--- src/sv/tshc_pkg.sv ---
// Shared types and constants of the turn signal and hazard controller.
`default_nettype none

package tshc_pkg;

  localparam int SAMPLE_W = 10;
  localparam int FLASH_W  = 14;
  localparam int CMD_W    = 8;

  localparam logic [SAMPLE_W-1:0] SAMPLE_PERIOD_RESET = 10'd50;
  localparam logic [FLASH_W-1:0]  FLASH_HALF_RESET    = 14'd500;

  // Register indexes, taken from byte address bit 2.
  localparam logic REG_IDX_SAMPLE = 1'b0;
  localparam logic REG_IDX_FLASH  = 1'b1;

  typedef enum logic [1:0] {
    MODE_OFF    = 2'd0,
    MODE_LEFT   = 2'd1,
    MODE_RIGHT  = 2'd2,
    MODE_HAZARD = 2'd3
  } tshc_mode_e;

  localparam logic [CMD_W-1:0] CMD_MAX = 8'd3;

  typedef struct packed {
    logic             btn_left_level;
    logic             btn_right_level;
    logic             btn_hazard_level;
    logic [CMD_W-1:0] remote_cmd;
  } tshc_item_t;

  typedef struct packed {
    logic       led_left;
    logic       led_right;
    tshc_mode_e mode;
    logic [1:0] status_reports;
  } tshc_result_t;

endpackage

`default_nettype wire

--- src/sv/tshc_if.sv ---
// Stream interfaces for tick words in and lamp status words out.
`default_nettype none

interface tshc_in_if;
  logic       valid;
  logic       ready;
  logic       btn_left_level;
  logic       btn_right_level;
  logic       btn_hazard_level;
  logic [7:0] remote_cmd;

  modport source (
    output valid, btn_left_level, btn_right_level, btn_hazard_level, remote_cmd,
    input  ready
  );
  modport sink (
    input  valid, btn_left_level, btn_right_level, btn_hazard_level, remote_cmd,
    output ready
  );
endinterface

interface tshc_out_if;
  logic       valid;
  logic       ready;
  logic       led_left;
  logic       led_right;
  logic [1:0] mode;
  logic [1:0] status_reports;

  modport source (
    output valid, led_left, led_right, mode, status_reports,
    input  ready
  );
  modport sink (
    input  valid, led_left, led_right, mode, status_reports,
    output ready
  );
endinterface

`default_nettype wire

--- src/sv/tshc_core.sv ---
// Controller state and the single-pass next-state logic for one tick word.
`default_nettype none

module tshc_core
  import tshc_pkg::*;
#(
  parameter int TIMER_BITS = 14
) (
  input  wire logic                clk_i,
  input  wire logic                rst_ni,
  input  wire logic                step_i,
  input  wire tshc_item_t          item_i,
  input  wire logic [SAMPLE_W-1:0] sample_period_i,
  input  wire logic [FLASH_W-1:0]  flash_half_i,
  output tshc_result_t             result_o
);

  localparam int CMP_W = (TIMER_BITS > FLASH_W) ? TIMER_BITS : FLASH_W;

  tshc_mode_e            turn_mode_q, turn_mode_d;
  logic                  flash_phase_q, flash_phase_d;
  logic [TIMER_BITS-1:0] flash_elapsed_q, flash_elapsed_d;
  logic [SAMPLE_W-1:0]   sample_elapsed_q, sample_elapsed_d;
  logic [2:0]            prev_q, prev_d;
  logic [CMD_W-1:0]      last_remote_q, last_remote_d;

  logic [2:0]       btn;
  tshc_mode_e       which [3];
  logic [1:0]       reports;
  logic [CMP_W-1:0] flash_cmp;
  logic [CMP_W-1:0] half_cmp;

  assign btn      = {item_i.btn_hazard_level, item_i.btn_right_level, item_i.btn_left_level};
  assign which[0] = MODE_LEFT;
  assign which[1] = MODE_RIGHT;
  assign which[2] = MODE_HAZARD;

  always_comb begin
    turn_mode_d   = turn_mode_q;
    flash_phase_d = flash_phase_q;
    prev_d        = prev_q;
    last_remote_d = last_remote_q;
    reports       = 2'd0;

    sample_elapsed_d = (sample_elapsed_q != '1) ? sample_elapsed_q + SAMPLE_W'(1)
                                                : sample_elapsed_q;
    flash_elapsed_d  = (flash_elapsed_q != '1) ? flash_elapsed_q + TIMER_BITS'(1)
                                               : flash_elapsed_q;

    if (item_i.remote_cmd != last_remote_q) begin
      last_remote_d = item_i.remote_cmd;
      if (item_i.remote_cmd <= CMD_MAX) begin
        turn_mode_d     = tshc_mode_e'(item_i.remote_cmd[1:0]);
        flash_phase_d   = 1'b1;
        flash_elapsed_d = '0;
      end
    end

    // Buttons are looked at only on a sample tick; edges go left, right, hazard.
    if (sample_elapsed_d >= sample_period_i) begin
      for (int b = 0; b < 3; b++) begin
        if (!btn[b] && prev_q[b]) begin
          reports = reports + 2'd1;
          if (turn_mode_d == which[b]) begin
            turn_mode_d = MODE_OFF;
          end else begin
            turn_mode_d     = which[b];
            flash_phase_d   = 1'b1;
            flash_elapsed_d = '0;
          end
        end
      end
      prev_d           = btn;
      sample_elapsed_d = '0;
    end

    flash_cmp = CMP_W'(flash_elapsed_d);
    half_cmp  = CMP_W'(flash_half_i);
    if (flash_cmp >= half_cmp) begin
      flash_phase_d   = ~flash_phase_d;
      flash_elapsed_d = '0;
    end

    result_o.led_left       = flash_phase_d &&
                              (turn_mode_d == MODE_LEFT || turn_mode_d == MODE_HAZARD);
    result_o.led_right      = flash_phase_d &&
                              (turn_mode_d == MODE_RIGHT || turn_mode_d == MODE_HAZARD);
    result_o.mode           = turn_mode_d;
    result_o.status_reports = reports;
  end

  always_ff @(posedge clk_i or negedge rst_ni) begin
    if (!rst_ni) begin
      turn_mode_q      <= MODE_OFF;
      flash_phase_q    <= 1'b0;
      flash_elapsed_q  <= '0;
      sample_elapsed_q <= '0;
      prev_q           <= 3'b111;
      last_remote_q    <= '0;
    end else if (step_i) begin
      turn_mode_q      <= turn_mode_d;
      flash_phase_q    <= flash_phase_d;
      flash_elapsed_q  <= flash_elapsed_d;
      sample_elapsed_q <= sample_elapsed_d;
      prev_q           <= prev_d;
      last_remote_q    <= last_remote_d;
    end
  end

endmodule

`default_nettype wire

--- src/sv/turn_signal_hazard_controller.sv ---
// Top level of the turn signal and hazard controller with its register port.
//
// Each input word is one millisecond tick: three active-low button levels and
// a remote command byte. Each accepted word gives exactly one output word with
// the two lamp drives, the current mode and the number of button presses that
// changed the mode during that tick.
// An accepted word is held in an input register; once the output register is
// empty or being drained, the whole tick is evaluated in one pass and lands in
// the output register, where the result is offered to the receiver.
// A new word is accepted every cycle while the receiver takes the results. The
// rate is set by the single-pass state update, closed on itself tick to tick.
// When the receiver stalls, the output register holds its word and the input
// register still takes one more word; only then does ready drop.
// Reset clears both stages, sets the mode to off with the lamps dark, marks
// all buttons released and loads sample period 50 and flash half period 500.
// The APB port holds the sample period at byte 0 and the flash half period at
// byte 4; write them only while no tick is in flight.
`default_nettype none

module turn_signal_hazard_controller
  import tshc_pkg::*;
#(
  parameter int TIMER_BITS = 14
) (
  input  wire logic        clk_i,
  input  wire logic        rst_ni,
  tshc_in_if.sink          in_if,
  tshc_out_if.source       out_if,
  input  wire logic        psel,
  input  wire logic        penable,
  input  wire logic        pwrite,
  input  wire logic [2:0]  paddr,
  input  wire logic [31:0] pwdata,
  output logic      [31:0] prdata,
  output logic             pready
);

  logic [SAMPLE_W-1:0] sample_period_q;
  logic [FLASH_W-1:0]  flash_half_q;
  logic                cfg_write;

  logic         s1_valid_q;
  tshc_item_t   s1_item_q;
  logic         s1_advance;
  logic         in_ready;
  logic         out_valid_q;
  tshc_result_t out_res_q;
  tshc_result_t res_d;

  // Configuration registers. The low address bits are ignored.
  assign pready    = 1'b1;
  assign cfg_write = psel && penable && pwrite;

  always_ff @(posedge clk_i or negedge rst_ni) begin
    if (!rst_ni) begin
      sample_period_q <= SAMPLE_PERIOD_RESET;
      flash_half_q    <= FLASH_HALF_RESET;
    end else if (cfg_write) begin
      unique case (paddr[2])
        REG_IDX_SAMPLE: sample_period_q <= pwdata[SAMPLE_W-1:0];
        REG_IDX_FLASH:  flash_half_q    <= pwdata[FLASH_W-1:0];
        default:        ;
      endcase
    end
  end

  always_comb begin
    unique case (paddr[2])
      REG_IDX_SAMPLE: prdata = 32'(sample_period_q);
      REG_IDX_FLASH:  prdata = 32'(flash_half_q);
      default:        prdata = '0;
    endcase
  end

  // The input stage moves on when the output register is empty or being drained.
  assign s1_advance  = s1_valid_q && (!out_valid_q || out_if.ready);
  assign in_ready    = !s1_valid_q || s1_advance;
  assign in_if.ready = in_ready;

  always_ff @(posedge clk_i or negedge rst_ni) begin
    if (!rst_ni) begin
      s1_valid_q <= 1'b0;
    end else if (in_if.valid && in_ready) begin
      s1_valid_q <= 1'b1;
    end else if (s1_advance) begin
      s1_valid_q <= 1'b0;
    end
  end

  always_ff @(posedge clk_i) begin
    if (in_if.valid && in_ready) begin
      s1_item_q.btn_left_level   <= in_if.btn_left_level;
      s1_item_q.btn_right_level  <= in_if.btn_right_level;
      s1_item_q.btn_hazard_level <= in_if.btn_hazard_level;
      s1_item_q.remote_cmd       <= in_if.remote_cmd;
    end
  end

  tshc_core #(
    .TIMER_BITS (TIMER_BITS)
  ) u_core (
    .clk_i           (clk_i),
    .rst_ni          (rst_ni),
    .step_i          (s1_advance),
    .item_i          (s1_item_q),
    .sample_period_i (sample_period_q),
    .flash_half_i    (flash_half_q),
    .result_o        (res_d)
  );

  always_ff @(posedge clk_i or negedge rst_ni) begin
    if (!rst_ni) begin
      out_valid_q <= 1'b0;
    end else if (s1_advance) begin
      out_valid_q <= 1'b1;
    end else if (out_if.ready) begin
      out_valid_q <= 1'b0;
    end
  end

  always_ff @(posedge clk_i) begin
    if (s1_advance) begin
      out_res_q <= res_d;
    end
  end

  assign out_if.valid          = out_valid_q;
  assign out_if.led_left       = out_res_q.led_left;
  assign out_if.led_right      = out_res_q.led_right;
  assign out_if.mode           = out_res_q.mode;
  assign out_if.status_reports = out_res_q.status_reports;

`ifndef NO_ASSERTIONS
  // Ready only drops with both stages full and the receiver stalling.
  a_ready_low: assert property (@(posedge clk_i) disable iff (!rst_ni)
    !in_ready |-> (s1_valid_q && out_valid_q && !out_if.ready))
    else $error("input ready low without a full pipeline");

  // A lit lamp needs a mode other than off.
  a_lamp_mode: assert property (@(posedge clk_i) disable iff (!rst_ni)
    (out_valid_q && (out_res_q.led_left || out_res_q.led_right))
      |-> (out_res_q.mode != MODE_OFF))
    else $error("lamp lit while mode is off");

  // In hazard mode both lamps flash together.
  a_hazard_pair: assert property (@(posedge clk_i) disable iff (!rst_ni)
    (out_valid_q && out_res_q.mode == MODE_HAZARD)
      |-> (out_res_q.led_left == out_res_q.led_right))
    else $error("hazard lamps out of step");

  // A sample period write lands in its register.
  a_cfg_sample: assert property (@(posedge clk_i) disable iff (!rst_ni)
    (cfg_write && paddr[2] == REG_IDX_SAMPLE)
      |=> (sample_period_q == $past(pwdata[SAMPLE_W-1:0])))
    else $error("sample period write lost");
`endif

endmodule

`default_nettype wire

--- src/flat_wrapper.sv ---
// flat-port wrapper written by rule: the top's interface ports become plain ports
module turn_signal_hazard_controller_flat import tshc_pkg::*;
#(
  parameter int TIMER_BITS = 14
)
  (clk_i, rst_ni, psel, penable, pwrite, paddr, pwdata, prdata, pready, in_if_valid, in_if_btn_left_level, in_if_btn_right_level, in_if_btn_hazard_level, in_if_remote_cmd, in_if_ready, out_if_valid, out_if_led_left, out_if_led_right, out_if_mode, out_if_status_reports, out_if_ready);
  tshc_in_if in_if_i ();
  tshc_out_if out_if_i ();
  input  wire logic clk_i;
  input  wire logic rst_ni;
  input  wire logic psel;
  input  wire logic penable;
  input  wire logic pwrite;
  input  wire logic [2:0] paddr;
  input  wire logic [31:0] pwdata;
  output logic      [31:0] prdata;
  output logic pready;
  input wire logic [$bits(in_if_i.valid)-1:0] in_if_valid;
  input wire logic [$bits(in_if_i.btn_left_level)-1:0] in_if_btn_left_level;
  input wire logic [$bits(in_if_i.btn_right_level)-1:0] in_if_btn_right_level;
  input wire logic [$bits(in_if_i.btn_hazard_level)-1:0] in_if_btn_hazard_level;
  input wire logic [$bits(in_if_i.remote_cmd)-1:0] in_if_remote_cmd;
  output wire logic [$bits(in_if_i.ready)-1:0] in_if_ready;
  output wire logic [$bits(out_if_i.valid)-1:0] out_if_valid;
  output wire logic [$bits(out_if_i.led_left)-1:0] out_if_led_left;
  output wire logic [$bits(out_if_i.led_right)-1:0] out_if_led_right;
  output wire logic [$bits(out_if_i.mode)-1:0] out_if_mode;
  output wire logic [$bits(out_if_i.status_reports)-1:0] out_if_status_reports;
  input wire logic [$bits(out_if_i.ready)-1:0] out_if_ready;
  assign in_if_i.valid = in_if_valid;
  assign in_if_i.btn_left_level = in_if_btn_left_level;
  assign in_if_i.btn_right_level = in_if_btn_right_level;
  assign in_if_i.btn_hazard_level = in_if_btn_hazard_level;
  assign in_if_i.remote_cmd = in_if_remote_cmd;
  assign in_if_ready = in_if_i.ready;
  assign out_if_valid = out_if_i.valid;
  assign out_if_led_left = out_if_i.led_left;
  assign out_if_led_right = out_if_i.led_right;
  assign out_if_mode = out_if_i.mode;
  assign out_if_status_reports = out_if_i.status_reports;
  assign out_if_i.ready = out_if_ready;
  turn_signal_hazard_controller #(.TIMER_BITS(TIMER_BITS)) u_core (.clk_i(clk_i), .rst_ni(rst_ni), .in_if(in_if_i), .out_if(out_if_i), .psel(psel), .penable(penable), .pwrite(pwrite), .paddr(paddr), .pwdata(pwdata), .prdata(prdata), .pready(pready));
endmodule
--- config.mk ---
export PLATFORM = sky130hd
export DESIGN_NAME = turn_signal_hazard_controller_flat
export DESIGN_NICKNAME = d
export VERILOG_FILES = /design/src/sv/tshc_pkg.sv /design/src/sv/tshc_if.sv /design/src/sv/tshc_core.sv /design/src/sv/turn_signal_hazard_controller.sv /design/src/flat_wrapper.sv
export SDC_FILE = /design/constraint.sdc
export NUM_CORES = 1
export LEC_CHECK = 0
export BUFFER_PORTS_ARGS = -buffer_cell sky130_fd_sc_hd__buf_2
export CAP_MARGIN = 25
export CORE_ASPECT_RATIO = 1.2
export CORE_MARGIN = 4
export CORE_UTILIZATION = 35
export CTS_BUF_LIST = sky130_fd_sc_hd__clkbuf_8
export CTS_CLUSTER_SIZE = 25
export DETAILED_ROUTE_END_ITERATION = 12
export PLACE_DENSITY = 0.51
export SYNTH_ARGS = -nofsm -noshare
export SYNTH_HDL_FRONTEND = slang
export SYNTH_SLANG_ARGS = --single-unit
--- constraint.sdc ---
create_clock -name clk_i -period 6 [get_ports clk_i]
set_input_delay 1.8 -clock clk_i [delete_from_list [all_inputs] [get_ports clk_i]]
set_output_delay 1.8 -clock clk_i [all_outputs]
set_load 0.05 [all_outputs]
Yosys cells after proc, flatten, opt, wreduce, memory -nomap -nowiden
Cells that the tools add are included.
Word-level totals
  bits in registers: 81
  bits of input ports: 53
  output and inout bits: 41
  logic and storage cells: 104
Cells by class
  $add $sub $neg: 4
  magnitude comparators: 3
  eq/ne operators: 9
  mux-type cells: 44
  bitwise operators: 2
  reduce and logical (&&, ||, !) cells: 24
Operator list (count)
  2-to-1 mux 14 bit: 11
  case mux 32 bit (2 select lines): 1
  2-to-1 mux 2 bit: 14
  2-to-1 mux 10 bit: 2
  2-to-1 mux 1 bit: 16
  adder 14 x 1 -> 14 bit, second input constant: 1
  greater-or-equal comparator 14 bit: 1
  != test 14 bit, second input constant: 1
  adder 10 x 1 -> 10 bit, second input constant: 1
  greater-or-equal comparator 10 bit: 1
  != test 10 bit, second input constant: 1
  logical AND 1 bit: 9
  equality test 2 bit, second input constant: 4
  less-or-equal comparator 8 x 2 -> 1 bit, second input constant: 1
  != test 8 bit: 1
  AND reduction 2 bit: 4
  zero test 1 bit: 5
  adder 2 x 1 -> 2 bit, second input constant: 2
  equality test 2 x 1 -> 1 bit, second input constant: 2
  logical OR 1 bit: 4
  nonzero test 2 bit: 2
  NOT 1 bit: 2

Depth between registers and ports, before layout
  depth in word-level cells: 18
  depth in mapped cells: 21

Modules after synthesis
Synthesis repeated with hierarchy kept, for this count alone.
Second synthesis, totals
  cells, all modules: 496
  area total of the unflattened synthesis: 5108.6 µm²
By module, submodules not included
  tshc_core: times used 1, cells an instance 382, area each 3180.6 µm², sequential area each 954.7 µm²
  turn_signal_hazard_controller: times used 1, cells an instance 114, area each 1928.1 µm², sequential area each 1172.4 µm²

Least setup slack after synthesis
No wires, ideal clock.
  path type: input-to-output
  from: in paddr[2]
  to: out prdata[1]
  arrival: 3.056 ns
  path slack: 1.144 ns
  stages: 2
  buffers on the path: 1
  path through: clkbuf_1 o21ai_0
Between the ends
  longest elaborated chain between the ends: 2
RTL lines
  from (decl): line flat_wrapper.sv:14  | input wire logic [2:0] paddr;
  NOT 1 bit: line turn_signal_hazard_controller.sv:68  | unique case (paddr[2])
  case mux 32 bit (2 select lines) (*): line turn_signal_hazard_controller.sv:68
  to (decl): line flat_wrapper.sv:16  | output logic [31:0] prdata;
Every way passes the cells marked *; elsewhere a longest branch is shown, timed or not. The select of a mux whose other input is x is not followed.

Final worst setup path
  from: reg u_core.u_core.sample_elapsed_q[6]
  to: reg u_core.u_core.flash_elapsed_q[4]
Between the ends
  longest elaborated chain between the ends: 6
  elaborated cells between the ends (all ways): 7
  classes of those cells: 1 x add/sub; 2 x order compare; 1 x eq/ne; 3 x mux
RTL lines
  from (decl): line tshc_core.sv:23  | logic [SAMPLE_W-1:0] sample_elapsed_q, sample_elapsed_d;
  from (signal assigned): line tshc_core.sv:104  | sample_elapsed_q <= sample_elapsed_d;
  adder 10 x 1 -> 10 bit / != test 10 bit (equally long branches): line tshc_core.sv:45  | sample_elapsed_d = (sample_elapsed_q != '1) ? sample_elapsed_q + SAMPLE_W'(1)
  2-to-1 mux 10 bit (*): line tshc_core.sv:45
  greater-or-equal comparator 10 bit (*): line tshc_core.sv:60  | if (sample_elapsed_d >= sample_period_i) begin
  2-to-1 mux 14 bit (*): line tshc_core.sv:60
  greater-or-equal comparator 14 bit: line tshc_core.sv:79  | if (flash_cmp >= half_cmp) begin
  2-to-1 mux 14 bit (*): line tshc_core.sv:79
  to (signal assigned): line tshc_core.sv:103  | flash_elapsed_q <= flash_elapsed_d;
  to (decl): line tshc_core.sv:22  | logic [TIMER_BITS-1:0] flash_elapsed_q, flash_elapsed_d;
Every way passes the cells marked *; elsewhere a longest branch is shown, timed or not.
A chain may end at the register's enable or synchronous reset.

==> impl_metrics.py <==
metrics = {
    "outcome": {
        "outcome": "complete, no violations",
    },
    "sta": {
        "setup_viol": 0,
        "min_period_over_period_pct": 90.06,
        "final_max_slew_viol_count": 0,
        "final.setup_skew_ns": 0.01736,
        "setup_tns_ns": 0,
        "worstMarginPinSlew_ns": 0.8309,
        "period_minus_slack_ns": 5.403,
        "hold_slack_ns": 0.4942,
        "fmax_ghz": 0.1851,
        "setup_repair_after_global_routing_missed_its_margin": "false",
        "slew_headroom_pct": 44.61,
        "hold_viol": 0,
    },
    "pwr": {
        "clockPowerShare_pct": 19.3,
        "p_leak_nw": 2.445,
        "cell_internal_pwr_mw": 1.186,
        "comb_power_share_pct": 39.8,
        "seq_power_share_pct": 40.9,
        "p_sw_mw": 0.7902,
        "power.switching_fraction_pct": 39.98,
        "power.ir.vdd_worst_mv": 0.1869,
        "cellPowerDensity_mw_per_mm2": 360.3,
    },
    "floorplanning": {
        "fp.dieW_um": 116.5,
        "ios": 94,
        "die-area_sq_mm": 0.01609,
        "core-area_sq_mm": 0.01382,
        "count_of_standard_cell_rows": 47,
        "floorplan.initialDensity_pct": 35.75,
        "chip_height_um": 138.2,
    },
    "synthesis": {
        "postSynthRegisterBits": 81,
        "synth_area_per_cell_sq_um": 9.862,
        "synth-async-reset-ratio_pct": 79.01,
        "yosys-top-cells-area": "dfrtp_1 26%, edfxtp_1 10%, mux2_2 9.3%",
        "yosys.cell_types.count": 58,
        "netlist.area_leader.share_pct": 26.34,
        "yosys.cell_count.top_type": "dfrtp_1",
        "synth_top_cell_by_area": "dfrtp_1",
        "synth_edf_count": 17,
        "post_synth_most_frequent_cells": "52 x dfrtp_1, 41 x mux2_2, 38 x nand2_1",
        "number_of_warnings_reported_in_the_yosys_synthesis_log": 0,
        "synthCells": 501,
        "post_synth_instance_area_sq_mm": 0.004941,
        "synth_flop_cell": "dfrtp_1",
        "synth.yosys.seq_area_share_pct": 43.05,
    },
    "cts": {
        "cts_setup_buffers": 0,
        "clkLatencyLatePin_ns": 0.38,
        "max-clock-path-buffers": 2,
        "cts_resized": 0,
        "clock_sink_count": 81,
        "worst_setup_hold_path_clk_slew_ns": 0.08,
        "root_buffer": "clkbuf_8",
        "count_of_h_tree_levels_built_during_cts": 3,
        "tritoncts_clock_tree": "built",
        "cts_made_buffers": 9,
        "cts_hold_repair.buffers": 0,
    },
    "min_path": {
        "worst_min_path_start": "u_core.s1_valid_q$_DFFE_PN0P_",
        "min-delay-path-class": "register to register",
    },
    "placed_design": {
        "postPlaceCellArea_sq_mm": 0.005309,
        "port_buffers": 54,
        "dp_hpwl_um": 8166,
        "finalWeightedCongestion": 0.8263,
        "placed_cells_incl_taps": 712,
    },
    "cells_and_area": {
        "post_route_cells_drive_above_1_share_pct": 24.24,
        "area_growth_pct": 11.02,
        "fin_nets": 633,
        "utilization_pct": 39.69,
        "post-route-cell-area_sq_mm": 0.005485,
        "antenna_cells": 0,
        "finalNonFillerCells": 728,
    },
    "critical_path": {
        "path_delay_family": "simple AND/OR/NAND/NOR gates",
        "critical_path.max_fanout": 16,
        "highest_cell_delay_on_the_worst_timing_path_ns": 0.48,
        "path_class": "register to register",
        "cp.required_ns": 6.31,
        "critPathSlowestCell": "nor3b_1",
        "critPathLaunchType": "register",
        "worstPathArrival_ns": 5.71,
        "critical_path.reg2reg.startpoint": "u_core.u_core.sample_elapsed_q[6]$_DFFE_PN0P_",
        "crit_path_start": "u_core.u_core.sample_elapsed_q[6]$_DFFE_PN0P_",
        "critical_path_end_type": "register",
        "critical_path_cell_by_cell": "and4_1, and4_1, nor3b_1, nand3_1, xnor2_1, ha_1, nor3_1, o211ai_1, a41oi_2, o31ai_2, buf_4, nor3_1, ha_1, a22o_1, nor4_1, o211ai_1, a21oi_2, buf_4, and2_1, a22o_1",
        "cp.buffers_inverters": 2,
    },
    "detailed_routing": {
        "drt.antenna.violating_nets": 0,
        "remaining_drc_errors": 0,
        "avgViaCountPerCell": 5.087,
        "drt_first_iter_violations": 140,
        "vias": 3703,
        "avgRoutedWirePerCell_um": 15.08,
        "drt-pass1-iter-count": 4,
        "routed_wirelength_um": 10980,
    },
    "global_route": {
        "grt_pass1_vias": 3713,
        "grt_antenna_before_repair": 0,
        "global_route.usage.total_pct": 14.55,
        "grt_max_degree": 65,
        "grt_pass1_wl_um": 18330,
        "globalRouteOverflowTotal": 0,
    },
    "job": {
        "max-cap-violations": 0,
    },
}
[routing by layer]
layer / up-vias / GRT usage (%) / wire, um
met5: - / 0 / 0
met4: 0 / 6.109 / 255
met3: 18 / 3.016 / 422
met2: 69 / 24.92 / 5697
met1: 1781 / 17.42 / 4600
li1: 1835 / - / -
[final cells by class]
type                            count  area [sq um]
Tap cell                          171         214.0
Clock inverter                      7         52.55
Inverter                           33         123.9
Clock buffer                        9         123.9
Multi-Input combinational cell    369          2544
Fill cell                        1374          8334
Sequential cell                    81          2127
Timing Repair Buffer               58         300.3
[kinds of logic after synthesis]
| logic type | count (synthesis) | synth area share (%) |
|---|---|---|
| simple gates | 158 | 16.18 |
| compound gates | 99 | 12.81 |
| flops | 81 | 43.05 |
| buf+inv | 68 | 6.761 |
| mux | 45 | 10.41 |
| fa+ha+maj | 28 | 7.090 |
| xor+xnor | 20 | 3.545 |
| other cells | 2 | 0.1520 |
[worst paths after layout]
check | endpoint | slack [ns] | cells after the start
worst min-delay path | u_core.out_if.valid$_DFFE_PN0P_ | 0.49 | 1
worst max register to register | u_core.u_core.flash_elapsed_q[4]$_DFFE_PN0P_ | 0.60 | 20
min in group asynchronous | u_core.sample_period_q[3]$_DFFE_PN0P_ | 1.61 | 2
worst min register to register | u_core.out_if.valid$_DFFE_PN0P_ | 0.49 | 1
worst max-delay path | u_core.u_core.flash_elapsed_q[4]$_DFFE_PN0P_ | 0.60 | 20
max in group asynchronous | u_core.u_core.last_remote_q[1]$_DFFE_PN0P_ | 3.84 | 2
[metrics by stage]
step / power [mW] / worst slack (ns)
detailed placement: 1.618 / 0.5917
global placement: 1.587 / 0.6857
CTS: 2.011 / 0.5573
finish: 1.976 / 0.5966
global route: 2.148 / 0.07120
floorplan: 1.415 / 1.144
[flip-flops by register name, indices dropped and copies added (netlist names)]
name,cells
u_core.u_core.turn_mode_q,2
u_core.out_if.mode,2
u_core.out_if.status_reports,2
u_core.s1_item_q,11
u_core.u_core.flash_phase_q,1
u_core.u_core.last_remote_q,8
u_core.out_if.led_left,1
u_core.u_core.flash_elapsed_q,14
u_core.u_core.prev_q,3
u_core.sample_period_q,10
u_core.s1_valid_q,1
u_core.flash_half_q,14
u_core.out_if.led_right,1
u_core.u_core.sample_elapsed_q,10
u_core.out_if.valid,1
[power groups by stage]
stage	clock (mW)	combinational (mW)	sequential, mW
after floorplan	0	0.595	0.820
after global placement	0	0.773	0.814
after detailed placement	0	0.800	0.817
after CTS	0.401	0.802	0.808
after global routing	0.429	0.891	0.828
final	0.381	0.787	0.808
[layout by cell type, fill, tap and decap left out, types with 8 or more instances in the layout]
| cell | count |
|---|---|
| dfstp_2 | 12 |
| a21oi_1 | 25 |
| nor3_1 | 10 |
| clkbuf_8 | 9 |
| xnor2_1 | 12 |
| nand3_1 | 17 |
| o21ai_0 | 34 |
| nor2_1 | 36 |
| edfxtp_1 | 17 |
| and2_1 | 8 |
| inv_1 | 34 |
| xor2_1 | 8 |
| mux2_2 | 41 |
| nand2_1 | 38 |
| buf_2 | 54 |
| ha_1 | 28 |
| dfrtp_1 | 52 |
| nand4_1 | 9 |
| a22o_1 | 9 |
| conb_1 | 19 |
No activity file was read; power rests on OpenSTA's default activity.
